**config.mk**
```make
export PLATFORM = sky130hd
export DESIGN_NAME = msw_mix
export DESIGN_NICKNAME = d
export VERILOG_FILES = /design/src/rtl/core/msw_pkg.sv /design/src/rtl/core/msw_mix.sv
export SDC_FILE = /design/constraint.sdc
export NUM_CORES = 2
export LEC_CHECK = 0
export CAP_MARGIN = 40
export CORE_MARGIN = 8
export CORE_UTILIZATION = 40
export DETAILED_ROUTE_END_ITERATION = 8
export DONT_BUFFER_PORTS = 1
export SLEW_MARGIN = 15
export SYNTH_ARGS = -nofsm -noshare
export SYNTH_HDL_FRONTEND = slang
export SYNTH_SLANG_ARGS = --single-unit
```
**constraint.sdc**
```tcl
create_clock -name clk -period 7 [get_ports clk]
set_clock_uncertainty 0.05 [all_clocks]
set_input_delay 0.7 -clock clk [delete_from_list [all_inputs] [get_ports clk]]
set_output_delay 0.7 -clock clk [all_outputs]
set_load 0.05 [all_outputs]
```
**src/rtl/core/msw_pkg.sv**
```systemverilog
package msw_pkg;

  // Configuration port
  localparam int CFG_BITS       = 16;
  localparam int CFG_INDEX_BITS = 2;

  typedef enum logic [CFG_INDEX_BITS-1:0] {
    REG_PAN     = 2'd0,
    REG_WIDTH   = 2'd1,
    REG_BALANCE = 2'd2
  } msw_reg_t;

  // Fixed-point formats
  localparam int GAIN_BITS  = 16;   // Q15 gains and Q14 width, all within [0, 32768]
  localparam int PHASE_BITS = 17;   // quarter-wave phase in [0, 65536]
  localparam int FRAC_BITS  = 16;   // interpolation fraction
  localparam int SHIFT_MID  = 14;   // mid path is aligned to the width scale
  localparam int SHIFT_ACC  = 15;   // accumulator drop before the pan gain
  localparam int SHIFT_OUT  = 30;   // final scale of the pan product

  // Pipeline depth: entry stage plus six processing stages
  localparam int NUM_STAGES = 7;

  // Sine table construction: pi/2 in Q30 and the Taylor series divisors
  localparam logic [63:0] HALF_PI_Q30 = 64'd1686629713;
  localparam logic [63:0] SERIES_DIV [1:7] = '{
    64'd6, 64'd20, 64'd42, 64'd72, 64'd110, 64'd156, 64'd210
  };

  // Per-stage advance enables handed to the datapath modules
  typedef struct packed {
    logic s2;
    logic s3;
    logic s4;
    logic s5;
    logic s6;
    logic s7;
  } msw_adv_t;

endpackage

```
**src/rtl/core/msw_mix.sv**
```systemverilog
module msw_mix import msw_pkg::*; #(
  parameter int SAMPLE_BITS = 24
) (
  input  logic                           clk,
  input  msw_adv_t                       adv,
  input  logic signed [SAMPLE_BITS:0]    lr_sum,
  input  logic signed [SAMPLE_BITS:0]    lr_diff,
  input  logic [GAIN_BITS-1:0]           center_gain,
  input  logic [GAIN_BITS-1:0]           spread_gain,
  input  logic [GAIN_BITS-1:0]           width,
  output logic signed [SAMPLE_BITS+16:0] acc_left,
  output logic signed [SAMPLE_BITS+16:0] acc_right
);

  localparam int MW = SAMPLE_BITS + 17;   // mid product
  localparam int AW = SAMPLE_BITS + 32;   // accumulator at scale 2^30
  localparam int BW = SAMPLE_BITS + 17;   // accumulator after the drop
  localparam int SW = 2 * GAIN_BITS - 1;  // side gain times width

  logic signed [MW-1:0]          mid2;
  logic [SW-1:0]                 sw2;
  logic signed [SAMPLE_BITS:0]   diff2;
  logic signed [MW-1:0]          mid3;
  logic signed [AW-1:0]          side3;
  logic signed [AW-1:0]          mid_ext;
  logic signed [AW-1:0]          acc_l4;
  logic signed [AW-1:0]          acc_r4;
  logic signed [BW-1:0]          acc_l5;
  logic signed [BW-1:0]          acc_r5;

  assign mid_ext = AW'(mid3) <<< SHIFT_MID;

  // Gain mid and side, combine, drop to the pan-gain scale
  always_ff @(posedge clk) begin
    if (adv.s2) begin
      mid2  <= MW'(lr_sum * $signed({1'b0, center_gain}));
      sw2   <= SW'(spread_gain * width);
      diff2 <= lr_diff;
    end
    if (adv.s3) begin
      mid3  <= mid2;
      side3 <= AW'(diff2 * $signed({1'b0, sw2}));
    end
    if (adv.s4) begin
      acc_l4 <= mid_ext + side3;
      acc_r4 <= mid_ext - side3;
    end
    if (adv.s5) begin
      acc_l5 <= BW'(acc_l4 >>> SHIFT_ACC);
      acc_r5 <= BW'(acc_r4 >>> SHIFT_ACC);
    end
  end

  assign acc_left  = acc_l5;
  assign acc_right = acc_r5;

endmodule

```
* Yosys cells after proc, flatten, opt, wreduce, memory -nomap -nowiden *
Cells that the tools add are included.

storage, ports and cells
  flip-flop bits (word level) = 388
  output and inout bits = 82
  logic and storage cells = 14

cells by class
  add/sub/neg operators = 2
  $mul = 3

operators with widths
  cell                          number
  adder 55 x 56 -> 56 bit       1
  multiplier 25 x 32 -> 56 bit  1
  subtractor 55 x 56 -> 56 bit  1
  multiplier 25 x 17 -> 41 bit  1
  multiplier 16 x 16 -> 31 bit  1

* Logic depth before layout (Yosys ltp) *
  word-level depth = 1
  depth in mapped cells = 27
  depth with buffers taken out = 25

* Worst setup path after synthesis *
Ideal clock, no wire load.

  path type = register to register
  start = register sw2[27]
  end = register side3[55] (data pin)
  setup time = 136 ps
  arrival = 6784 ps
  required time = 6814 ps
  setup slack = 31 ps
  cell stages (with the launch flop) = 27
  path buffers = 2
  clock period less this slack = 6969 ps
  cells stage by stage = edfxtp_1 clkbuf_1 nand2_1 fa_1 inv_1 fa_1 inv_1 fa_1 fa_1 inv_1 fa_1 fa_1 inv_1 fa_1 inv_1 ha_1 clkbuf_1 a21o_1 a21o_1 a21o_1 a311o_1 a21oi_1 o21ai_2 a221oi_2 o21ai_1 or4_1 nand3_1

on the way
  cells in the longest elaborated chain, start to end = 1

ends and longest elaborated chain
  item                          RTL line       text
  start: declaration            msw_mix.sv:21  logic [SW-1:0] sw2;
  start signal: assignment      msw_mix.sv:37  sw2 <= SW'(spread_gain * width);
  multiplier 25 x 32 -> 56 bit  msw_mix.sv:42  side3 <= AW'(diff2 * $signed({1'b0, sw2}));
  end signal: assignment        msw_mix.sv:42
  end: declaration              msw_mix.sv:24  logic signed [AW-1:0] side3;

Every way passes these cells.
A chain may end at the register's enable or synchronous reset.

* Worst setup path after layout *
  start = register sw2[8]
  end = register side3[52] (data pin)

The elaborated chain is that of the path after synthesis.

==> report_table.html <==
<table>
<tr><th>Metric</th><th>Value</th></tr>
<tr><th colspan="2">Synth</th></tr>
<tr><td>Number of distinct standard cells referenced by the synthesized netlist</td><td>80</td></tr>
<tr><td>Post-synthesis compound-gate area fraction</td><td>about 5.7%</td></tr>
<tr><td>FFs w/ async S/R, synth</td><td>0%</td></tr>
<tr><td>Post-synth EDFFs</td><td>between 300 and 400</td></tr>
<tr><td>Cell types occupying the most area after synthesis</td><td>sky130_fd_sc_hd__fa_1 40%, sky130_fd_sc_hd__edfxtp_1 17%, sky130_fd_sc_hd__ha_1 10%</td></tr>
<tr><td>Per-instance average area after synthesis</td><td>9.84 um^2</td></tr>
<tr><td>Most instantiated flip-flop cell in the synthesis netlist</td><td>sky130_fd_sc_hd__edfxtp_1</td></tr>
<tr><td>Number of instances in the synthesized netlist</td><td>around 6400</td></tr>
<tr><td>Top cell type's share of synthesized area</td><td>39.6%</td></tr>
<tr><td>XOR/XNOR share of the synthesized area</td><td>between 2 and 3%</td></tr>
<tr><td>Cell area after synthesis</td><td>62800 um^2</td></tr>
<tr><td>Count of state elements after synthesis</td><td>approximately 360</td></tr>
<tr><td>Top cell type by total area after synthesis</td><td>sky130_fd_sc_hd__fa_1</td></tr>
<tr><td>Largest family of logic cells by synthesized area</td><td>adder cells</td></tr>
<tr><td>Sequential share of the synthesized area</td><td>between 10% and 20%</td></tr>
<tr><td>Area fraction in and, or, nand and nor cells after synthesis</td><td>~15%</td></tr>
<tr><td>Share of synthesized cell area in full adder, half adder and majority cells</td><td>between 40% and 50%</td></tr>
<tr><td>Mux contribution to synthesized area</td><td>less than 1%</td></tr>
<tr><td>Post-synthesis net count</td><td>slightly above 8000</td></tr>
<tr><td>Yosys synthesis warning count</td><td>0</td></tr>
<tr><th colspan="2">Route</th></tr>
<tr><td>Vias after detailed routing</td><td>~43000</td></tr>
<tr><td>Total DRC errors in the routed layout</td><td>0</td></tr>
<tr><td>Total wire length</td><td>between 150000 and 200000 um</td></tr>
<tr><td>Number of nets with antenna violations after detailed routing</td><td>0</td></tr>
<tr><td>Length of the first detailed-routing pass in iterations</td><td>6</td></tr>
<tr><td>Average routed wire per standard cell</td><td>17.6 um</td></tr>
<tr><td>1st-iter DRT viols</td><td>around 2300</td></tr>
<tr><td>Number of vias per cell after detailed routing</td><td>roughly 5.0</td></tr>
<tr><th colspan="2">Worst hold path</th></tr>
<tr><td>Hold Path Origin</td><td>lr_diff[18]</td></tr>
<tr><td>Type of the worst min-delay path</td><td>primary input to register</td></tr>
<tr><th colspan="2">Global routing</th></tr>
<tr><td>Remaining global-route overflow</td><td>0</td></tr>
<tr><td>GRT Overall Usage</td><td>18.0%</td></tr>
<tr><td>Via count of the first global-routing pass</td><td>around 47000</td></tr>
<tr><td>Initial antenna violation count</td><td>10</td></tr>
<tr><td>First-pass GRT wire length</td><td>roughly 250000 um</td></tr>
<tr><td>Largest net degree at the start of global routing</td><td>98</td></tr>
<tr><th colspan="2">Placed design</th></tr>
<tr><td>Half-perimeter wire length after detailed placement</td><td>around 120000 um</td></tr>
<tr><td>Gp weighted congestion</td><td>roughly 0.87</td></tr>
<tr><td>Number of placed cells counting well taps</td><td>around 8500</td></tr>
<tr><td>Placed standard-cell area</td><td>approximately 67000 um^2</td></tr>
<tr><td>Post-placement worst setup slack</td><td>-0.310 ns</td></tr>
<tr><td>Quantity of I/O buffers inserted on ports</td><td>0</td></tr>
<tr><th colspan="2">CTS</th></tr>
<tr><td>CTS tree</td><td>done</td></tr>
<tr><td>TritonCTS buffer count</td><td>41</td></tr>
<tr><td>Maximum buffer depth of the clock tree</td><td>3</td></tr>
<tr><td>Clock Latency Late Sink</td><td>approximately 0.60 ns</td></tr>
<tr><td>Sinks on Clock Net</td><td>around 360</td></tr>
<tr><td>Root buffer selected by CTS</td><td>sky130_fd_sc_hd__clkbuf_16</td></tr>
<tr><td>CTS H-tree depth</td><td>2</td></tr>
<tr><td>Clock transition time at the flip-flop clock pins of the worst setup and hold paths</td><td>approximately 0.07 ns</td></tr>
<tr><th colspan="2">STA</th></tr>
<tr><td>Setup repair after global routing missed its margin</td><td>true</td></tr>
<tr><td>Min Clock Period, post-route</td><td>approximately 7.2 ns</td></tr>
<tr><td>Slew Limit Headroom</td><td>a little under half</td></tr>
<tr><td>Worst setup margin</td><td>-0.190 ns</td></tr>
<tr><td>Post-route fraction of the period consumed by the critical path</td><td>103%</td></tr>
<tr><td>Achievable Freq</td><td>~140 MHz</td></tr>
<tr><td>Final number of setup-violating endpoints</td><td>9</td></tr>
<tr><td>Count of endpoints failing hold in the final timing report</td><td>0</td></tr>
<tr><td>Worst slew pin tran</td><td>0.797 ns</td></tr>
<tr><td>Final max-slew violation count</td><td>0</td></tr>
<tr><th colspan="2">Finish</th></tr>
<tr><td>Layout cell share with drive strength beyond 1</td><td>~7.6%</td></tr>
<tr><td>Fin nets</td><td>between 8000 and 9000</td></tr>
<tr><td>Register cell area after layout</td><td>10800 um^2</td></tr>
<tr><td>Area taken by multi-input logic gates</td><td>46000 um^2</td></tr>
<tr><td>Fillers</td><td>14900</td></tr>
<tr><td>Number of standard cells in the layout, taps in and fillers out</td><td>about 8600</td></tr>
<tr><td>Post-layout instance area</td><td>69300 um^2</td></tr>
<tr><td>Layout Area Growth over Synthesis</td><td>10.3%</td></tr>
<tr><th colspan="2">Die</th></tr>
<tr><td>Die extent in y</td><td>between 400 and 500 um</td></tr>
<tr><td>Starting density of the core</td><td>40.3%</td></tr>
<tr><td>Std-Cell Rows</td><td>~150</td></tr>
<tr><td>I/O pins</td><td>about 190</td></tr>
<tr><td>Core box area</td><td>roughly 160000 um^2</td></tr>
<tr><td>DIE AREA</td><td>around 170000 um^2</td></tr>
<tr><td>DIE WIDTH</td><td>~410 um</td></tr>
<tr><th colspan="2">Worst setup path</th></tr>
<tr><td>Startpoint of the worst register-to-register path</td><td>sw2[8]</td></tr>
<tr><td>Worst Path Max Fanout</td><td>8</td></tr>
<tr><td>Family of cells with the greatest summed delay on the critical path</td><td>adder cells</td></tr>
<tr><td>Worst path cell trace</td><td>buf_6 &gt; buf_4 &gt; and2_1 &gt; fa_1 &gt; fa_1 &gt; fa_2 &gt; fa_2 &gt; fa_2 &gt; fa_1 &gt; inv_1 &gt; fa_1 &gt; inv_1 &gt; ha_4 &gt; a211oi_2 &gt; o21bai_1 &gt; a2111oi_4 &gt; o32a_1 &gt; o21ai_1 &gt; a41o_4 &gt; o211ai_1 &gt; a31oi_2 &gt; a31oi_1 &gt; o31ai_1</td></tr>
<tr><td>Worst setup EP type</td><td>register</td></tr>
<tr><td>Delay contributed by the slowest stage of the critical path</td><td>between 0.6 and 0.7 ns</td></tr>
<tr><td>Kind of start point of the critical path</td><td>register</td></tr>
<tr><td>Critical Path Most Common Cell</td><td>sky130_fd_sc_hd__fa_1</td></tr>
<tr><td>Launching instance or port of the critical path</td><td>sw2[8]</td></tr>
<tr><td>Required time of the critical path</td><td>~7.3 ns</td></tr>
<tr><td>CP max stage cell</td><td>sky130_fd_sc_hd__fa_2</td></tr>
<tr><td>Crit path buffers/inverters</td><td>4</td></tr>
<tr><td>Arrival time of the worst setup path</td><td>between 7 and 8 ns</td></tr>
<tr><td>Critical setup path kind</td><td>register to register</td></tr>
<tr><th colspan="2">Flow run</th></tr>
<tr><td>Max-Cap Viols</td><td>0</td></tr>
<tr><th colspan="2">Outcome</th></tr>
<tr><td>Violations in the final reports</td><td>negative setup slack</td></tr>
<tr><td>Status</td><td>complete, but fails checks</td></tr>
</table>
## worst register-to-register path: cells and delay by family, from the launching register on
family	cells	cell delay [ns]
compound gates	10	2.00
fa+ha+maj	8	3.87
buf+inv	4	0.46
flops	1	0.38
simple gates	1	0.16
## flip-flops by register name, indices dropped and copies added (netlist names)
signal	count
acc_right	41
acc_r4	41
mid2	41
mid3	41
side3	56
acc_left	41
acc_l4	41
diff2	25
sw2	31
## routing by layer
layer | global-route usage [%] | vias up | wire [um]
met5 | 0 | - | 27
met4 | 4.58 | 4 | 4190
met3 | 2.70 | 226 | 8250
met2 | 31.4 | 958 | 75300
met1 | 23.6 | 22400 | 63100
li1 | - | 19500 | -
## final cells by class
class	count	share of cell area [%]
inverters	1473	7.98
clock inverters	33	0.527
well taps	2058	3.71
repair buffers	303	4.37
multi-input cells	4291	66.4
diodes	3	0.0108
flip-flops and latches	358	15.5
clock buffers	42	1.49
## timing repair
action                                  CTS  global route
hold buffers                              0             0
gates resized for setup                  25            79
pin swaps                                22            36
buffers inserted                          7             7
endpoints found under the setup margin   24            33
cloned                                    0             2
## worst paths after layout
path	slack (ns)	cells after the start	end
setup / recovery	-0.19	23	side3[52]
hold / removal	0.14	0	diff2[18]
hold reg to reg	0.35	0	mid3[22]
setup reg to reg	-0.19	23	side3[52]
## placed cells by master (no fill, tap or decap), drive strengths merged, types with 92 or more instances in the layout
cell type     n
inv        1478
ha          500
fa         1244
a21oi       147
edfxtp      358
and2        680
nor2        114
nand2       796
xnor2       144
o21ai        92
buf         301
## through the flow
step	setup TNS [ns]	utilization, %	hold slack [ns]
floorplan	0	-	0.350
detailed placement	-4.17	43.1	0.355
global placement	-3.67	43.1	0.353
finish	-0.879	44.4	0.141
global route	-4.83	44.4	0.101
CTS	-1.85	44.1	0.0950
## synthesized netlist by cell type, types with 8 or more instances
master / number
sky130_fd_sc_hd__o21bai_1: 38
sky130_fd_sc_hd__o31ai_1: 8
sky130_fd_sc_hd__edfxtp_1: 358
sky130_fd_sc_hd__nor3_1: 34
sky130_fd_sc_hd__nor4_1: 12
sky130_fd_sc_hd__nand3_1: 32
sky130_fd_sc_hd__ha_1: 500
sky130_fd_sc_hd__inv_1: 1472
sky130_fd_sc_hd__and3_1: 24
sky130_fd_sc_hd__o21a_1: 19
sky130_fd_sc_hd__xnor2_1: 144
sky130_fd_sc_hd__nand4_1: 10
sky130_fd_sc_hd__clkbuf_1: 256
sky130_fd_sc_hd__or3_1: 14
sky130_fd_sc_hd__a31oi_1: 19
sky130_fd_sc_hd__a21o_1: 81
sky130_fd_sc_hd__fa_1: 1244
sky130_fd_sc_hd__and2_1: 680
sky130_fd_sc_hd__nor2b_1: 38
sky130_fd_sc_hd__nand2_1: 796
sky130_fd_sc_hd__o211ai_1: 16
sky130_fd_sc_hd__nand2b_1: 39
sky130_fd_sc_hd__a211oi_1: 14
sky130_fd_sc_hd__or4_1: 8
sky130_fd_sc_hd__a2111oi_0: 8
sky130_fd_sc_hd__or2_2: 10
sky130_fd_sc_hd__xor2_1: 42
sky130_fd_sc_hd__nor2_1: 114
sky130_fd_sc_hd__o21ai_0: 83
sky130_fd_sc_hd__a21boi_0: 8
sky130_fd_sc_hd__a21oi_1: 145
## cells by family after synthesis
logic type                 after synthesis
xor gates and xnor gates               186
buffers and inverters                 1733
AOI/OAI and AO/OA                      527
adders and majority gates             1744
and+or+nand+nor                       1830
muxes                                    4
DFF                                    358
Power is not shown: default switching activity piles up to over one toggle a cycle in this logic, so the estimate is an artifact.
